## src/sv/pnms_pkg.sv

```systemverilog
package pnms_pkg;

   // register indexes on the csr port
   localparam int CSR_IDX_W = 3;
   localparam int CSR_DATA_W = 64;
   localparam logic [CSR_IDX_W-1:0] CSR_MROW_X = 3'd0;
   localparam logic [CSR_IDX_W-1:0] CSR_MROW_Y = 3'd1;
   localparam logic [CSR_IDX_W-1:0] CSR_MROW_Z = 3'd2;
   localparam logic [CSR_IDX_W-1:0] CSR_LDIR = 3'd3;
   localparam logic [CSR_IDX_W-1:0] CSR_TINT = 3'd4;
   localparam logic [CSR_IDX_W-1:0] CSR_BLEND = 3'd5;

   // register reset values
   localparam logic [47:0] MROW_X_RST = 48'h0000_0000_1000;
   localparam logic [47:0] MROW_Y_RST = 48'h0000_1000_0000;
   localparam logic [47:0] MROW_Z_RST = 48'h1000_0000_0000;
   localparam logic [47:0] LDIR_RST = 48'h1000_0000_0000;
   localparam logic [47:0] TINT_RST = 48'h1000_1000_1000;
   localparam logic [63:0] BLEND_RST = 64'h0;

   // pipeline depths
   localparam int SQRT_STEPS = 30;
   localparam int DIV_STEPS = 13;
   localparam int LOG_STEPS = 16;
   localparam int EXP_STEPS = 16;
   localparam int QUEUE_AW = 2;
   localparam int QUEUE_DEPTH = 1 << QUEUE_AW;

   // floor(2^36/255), for the exponent scaling
   localparam logic [28:0] RECIP_255 = 29'h1010_1010;

   typedef struct packed {
      logic [7:0] normal_red;
      logic [7:0] normal_green;
      logic [7:0] normal_blue;
      logic [7:0] specular_level;
      logic [7:0] base_red;
      logic [7:0] base_green;
      logic [7:0] base_blue;
      logic [7:0] base_alpha;
   } req_type;

   typedef struct packed {
      logic [7:0] shaded_red;
      logic [7:0] shaded_green;
      logic [7:0] shaded_blue;
      logic [7:0] shaded_alpha;
      logic       normal_degenerate;
   } rsp_type;

   // word passed from the geometry front to the lighting back
   typedef struct packed {
      logic signed [13:0] u_x;
      logic signed [13:0] u_y;
      logic signed [13:0] u_z;
      logic               degen;
      req_type            px;
   } geo_type;

   typedef logic [255:0][13:0] nmap_type;
   typedef logic [EXP_STEPS-1:0][29:0] root_tbl_type;

   // texel code to signed q12 normal lane
   function automatic nmap_type build_nmap();
      nmap_type tb;
      int m;
      int q;
      for (int c = 0; c < 256; c++) begin
         m = 2 * c - 255;
         if (m < 0) begin
            q = ((-m) * 8192 + 255) / 510;
            tb[c] = 14'(-q);
         end else begin
            q = (m * 8192 + 255) / 510;
            tb[c] = 14'(q);
         end
      end
      return tb;
   endfunction

   function automatic logic [63:0] isqrt64(input logic [63:0] v);
      logic [63:0] rem;
      logic [63:0] r;
      logic [63:0] b;
      rem = v;
      r = '0;
      b = 64'd1 << 62;
      for (int i = 0; i < 32; i++) begin
         if (rem >= r + b) begin
            rem = rem - (r + b);
            r = (r >> 1) + b;
         end else begin
            r = r >> 1;
         end
         b = b >> 2;
      end
      return r;
   endfunction

   // repeated floored square roots of one half, q30
   function automatic root_tbl_type build_roots();
      root_tbl_type tb;
      logic [63:0] r;
      r = 64'd1 << 29;
      for (int i = 0; i < EXP_STEPS; i++) begin
         if (i > 0) begin
            r = isqrt64(r << 30);
         end
         tb[i] = r[29:0];
      end
      return tb;
   endfunction

   localparam nmap_type NMAP = build_nmap();
   localparam root_tbl_type EXP_ROOT = build_roots();

endpackage

```

## src/sv/pnms_queue.sv

```systemverilog
module pnms_queue (
   input  logic               clock,
   input  logic               reset,
   input  logic               push,
   input  pnms_pkg::geo_type  push_data,
   output logic               pop_valid,
   output pnms_pkg::geo_type  pop_data,
   output logic               full
);

   localparam int AW = pnms_pkg::QUEUE_AW;

   pnms_pkg::geo_type mem [pnms_pkg::QUEUE_DEPTH];
   logic [AW-1:0]     wr_ptr_ff;
   logic [AW-1:0]     rd_ptr_ff;
   logic [AW:0]       cnt_ff;
   logic              pop_valid_ff;
   pnms_pkg::geo_type pop_data_ff;
   logic              pop;

   // the back end takes a word every cycle
   assign pop = (cnt_ff != '0);

   always_ff @(posedge clock) begin
      if (push) begin
         mem[wr_ptr_ff] <= push_data;
      end
      if (pop) begin
         pop_data_ff <= mem[rd_ptr_ff];
      end
   end

   // pointers and fill level
   always_ff @(posedge clock) begin
      if (reset) begin
         wr_ptr_ff <= '0;
         rd_ptr_ff <= '0;
         cnt_ff <= '0;
         pop_valid_ff <= 1'b0;
      end else begin
         if (push) begin
            wr_ptr_ff <= wr_ptr_ff + 1'b1;
         end
         if (pop) begin
            rd_ptr_ff <= rd_ptr_ff + 1'b1;
         end
         cnt_ff <= cnt_ff + (AW+1)'(push) - (AW+1)'(pop);
         pop_valid_ff <= pop;
      end
   end

   assign pop_valid = pop_valid_ff;
   assign pop_data = pop_data_ff;
   assign full = (cnt_ff == (AW+1)'(pnms_pkg::QUEUE_DEPTH));

endmodule

```

## config.mk

```make
export PLATFORM = sky130hd
export DESIGN_NAME = pnms_queue
export DESIGN_NICKNAME = d
export VERILOG_FILES = /design/src/sv/pnms_pkg.sv /design/src/sv/pnms_queue.sv
export SDC_FILE = /design/constraint.sdc
export NUM_CORES = 1
export LEC_CHECK = 0
export ABC_AREA = 1
export BUFFER_PORTS_ARGS = -buffer_cell sky130_fd_sc_hd__clkbuf_2
export CAP_MARGIN = 40
export CORE_MARGIN = 2
export CORE_UTILIZATION = 58
export DETAILED_ROUTE_END_ITERATION = 7
export HOLD_SLACK_MARGIN = 0.15
export PLACE_DENSITY_LB_ADDON = 0.3
export SLEW_MARGIN = 20
export SYNTH_ARGS = -nofsm -noshare
export SYNTH_HDL_FRONTEND = slang
export SYNTH_SLANG_ARGS = --single-unit
```

## constraint.sdc

```tcl
create_clock -name clock -period 5.65 [get_ports clock]
set_input_delay 0.8475 -clock clock [delete_from_list [all_inputs] [get_ports clock]]
set_output_delay 0.8475 -clock clock [all_outputs]
set_load 0.01 [all_outputs]
```

==> results.py <==
metrics = {
    "worst_setup_path": {
        "worstSetupPathType": "reg2reg",
        "cpPeakStageDelay_ns": 0.59,
        "crit_family": "buffers and inverters",
        "arrival_ns": 2.76,
        "start_kind": "flip-flop",
        "path_max_fanout": 85,
        "worstPathRequired_ns": 6.03,
        "cp-end-kind": "flip-flop",
        "cp_slowest_cell": "buf_4",
        "crit_chain": "inv_6 -> buf_16 -> buf_4 -> o21ai_0 -> o21ai_0",
        "path_buf_inv": 3,
        "cp_common_cell": "o21ai_0",
    },
    "timing": {
        "skew_ns": 0.0160,
        "rsz0062_at_grt": "false",
        "relSlewSlack": 0.528,
        "tns_ns": 0,
        "period_share": 0.420,
        "finalSetupViolations": 0,
        "tightest_slew_ns": 0.708,
        "post-route-min-period_ns": 2.37,
        "report.final.slew_viol_count": 0,
        "finalHoldViolCount": 0,
        "fmax_ghz": 0.422,
    },
    "synth": {
        "avgSynthCellArea_um2": 15.1,
        "ys_types": 18,
        "yosysSeqAreaShare": 0.824,
        "ys_seq_elements": 543,
        "synth_area_leaders": "edfxtp_1, nor2_1, o21ai_0, o21ai_1, dfxtp_1",
        "yosys.area.top_type_share": 0.816,
        "yosysTopAreaCell": "edfxtp_1",
        "syn-cell-area_um2": 19700,
        "synth_fp_nets": 1425,
        "netlist_instances": 1308,
        "ys_warn_count": 0,
    },
    "global_route": {
        "grt_overflow_total": 0,
        "grt_pass1_vias": 11100,
        "grt_max_degree": 112,
        "antenna_found_initial": 5,
        "grt_use_total": 0.220,
        "grt_pass1_wl_um": 60000,
    },
    "clocking": {
        "cts_buffers": 51,
        "clockRootBuffer": "clkbuf_16",
        "clkTransAtPathRegs_ns": 0.07,
        "cts-hold-fix-buffers": 0,
        "cts_buffer_depth": 3,
        "cts_num_sinks": 543,
        "worstSkewPairLatency_ns": 0.57,
        "htreeDepth": 2,
        "post_cts_buffers": 0,
        "cts_tree": "done",
        "cts_resized": 0,
    },
    "finish": {
        "layout_commonest_cell": "edfxtp_1",
        "final_cell_area_um2": 23000,
        "fillCellCount": 2209,
        "final_cell_mix": "edfxtp_1, nor2_1, o21ai_0",
        "fin_util": 0.687,
        "drive_above_1_share": 0.203,
        "nets": 1646,
        "syn_to_final_growth_pct": 16.7,
    },
    "power_and_ir_drop": {
        "switchingPower_mw": 3.45,
        "power_frac_comb": 0.230,
        "power_per_cell_area_nw_per_um2": 502,
        "power_frac_clock": 0.291,
        "cellLeakagePower_nw": 8.16,
        "p_sw_frac": 0.299,
        "max-vdd-ir-drop_uv": 295,
        "seqPwrFrac": 0.479,
        "p_int_mw": 8.09,
    },
    "routing": {
        "drcViolationCount": 0,
        "vias": 11100,
        "drt-total-wl_um": 38700,
        "drt-pass1-iter-count": 5,
        "ant_nets": 0,
        "drtIter0Drc": 1046,
        "routedWlPerCell_um": 19.1,
        "vias_per_cell": 5.50,
    },
    "floorplanning": {
        "die_h_um": 188,
        "die_area_um2": 35400,
        "io_pins": 219,
        "start_util": 0.589,
        "core-area_um2": 33400,
        "rows": 67,
        "die_x_um": 188,
    },
    "job": {
        "timing.max_cap.violations": 0,
    },
    "placement": {
        "place.gp.congestion": 0.745,
        "dpl-instance-area_um2": 21300,
        "portBuffers": 218,
        "place_hpwl_um": 22100,
    },
    "hold_path": {
        "hold_class": "in2reg",
    },
    "outcome": {
        "outcome": "completed",
    },
}
## worst register-to-register path: stages (launching register included)
cell and delay (ns):
dfxtp_1 0.36, inv_6 0.40, buf_16 0.36, buf_4 0.62
o21ai_0 0.22, o21ai_0 0.24
## routing by layer
layer / vias to the layer above / global-route usage / wire length, um
met5: - / 0 / 13
li1: 5240 / - / -
met3: 53 / 0.0479 / 2740
met1: 5435 / 0.300 / 16100
met4: 2 / 0.0790 / 930
met2: 396 / 0.355 / 18900
## final cells by class
| class | count | area [um2] | share of cell area |
|---|---|---|---|
| Clock inverter | 33 | 325 | 0.0142 |
| Tap cell | 448 | 561 | 0.0244 |
| Sequential cell | 543 | 16200 | 0.706 |
| Multi-Input combinational cell | 678 | 3040 | 0.132 |
| Antenna cell | 4 | 10.0 | 0.000436 |
| Timing Repair Buffer | 238 | 1390 | 0.0606 |
| Clock buffer | 61 | 1340 | 0.0581 |
| Inverter | 17 | 83.8 | 0.00365 |
## kinds of logic after synthesis
family / count (synthesis) / share of synthesized area
AND/OR/NAND/NOR: 342 / 0.0654
AO/OA/AOI/OAI: 329 / 0.0836
buffers and inverters: 87 / 0.0222
adder cells (fa/ha/maj): 7 / 0.00483
flip-flops: 543 / 0.824
## synthesized netlist by cell type (all sizes together)
cell type    n
ha           6
inv         17
nand2       13
nand3        3
a21oi        6
clkbuf      28
dfxtp        8
nor2       326
buf         42
o21ai      323
edfxtp     535
fa           1
## flip-flops by register name, indices dropped and copies added, names as in the netlist
signal / count
cnt_ff: 3
mem: 428
pop_data: 107
pop_valid: 1
rd_ptr_ff: 2
wr_ptr_ff: 2
## final timing paths
kind                                    start             to  slack [ns]  depth (start not counted)
worst min register to register    mem[3][106]  pop_data[106]        0.54                          2
worst max-delay path             rd_ptr_ff[1]    pop_data[5]        3.28                          5
worst max register to register   rd_ptr_ff[1]    pop_data[5]        3.28                          5
worst min-delay path            push_data[22]     mem[0][22]        0.49                          1
## power by group through the flow
stage	logic [mW]	registers, mW	clock network (mW)
floorplan	1.48	5.79	0
global placement	2.44	5.66	0
detailed placement	2.61	5.66	0
CTS	2.64	5.58	3.40
global route	2.98	5.58	3.57
finish	2.65	5.53	3.36
## per-stage QoR
step	setup slack, ns	hold slack, ns	std cells	power [mW]
after floorplan	1.38	0.480	1308	7.27
after global placement	2.69	0.515	1915	8.10
after detailed placement	2.91	0.527	1923	8.27
after CTS	3.07	0.468	2017	11.6
after global routing	3.02	0.474	2020	12.1
final	3.28	0.494	2022	11.5
Note: power is estimated with default switching activity, not from simulation.
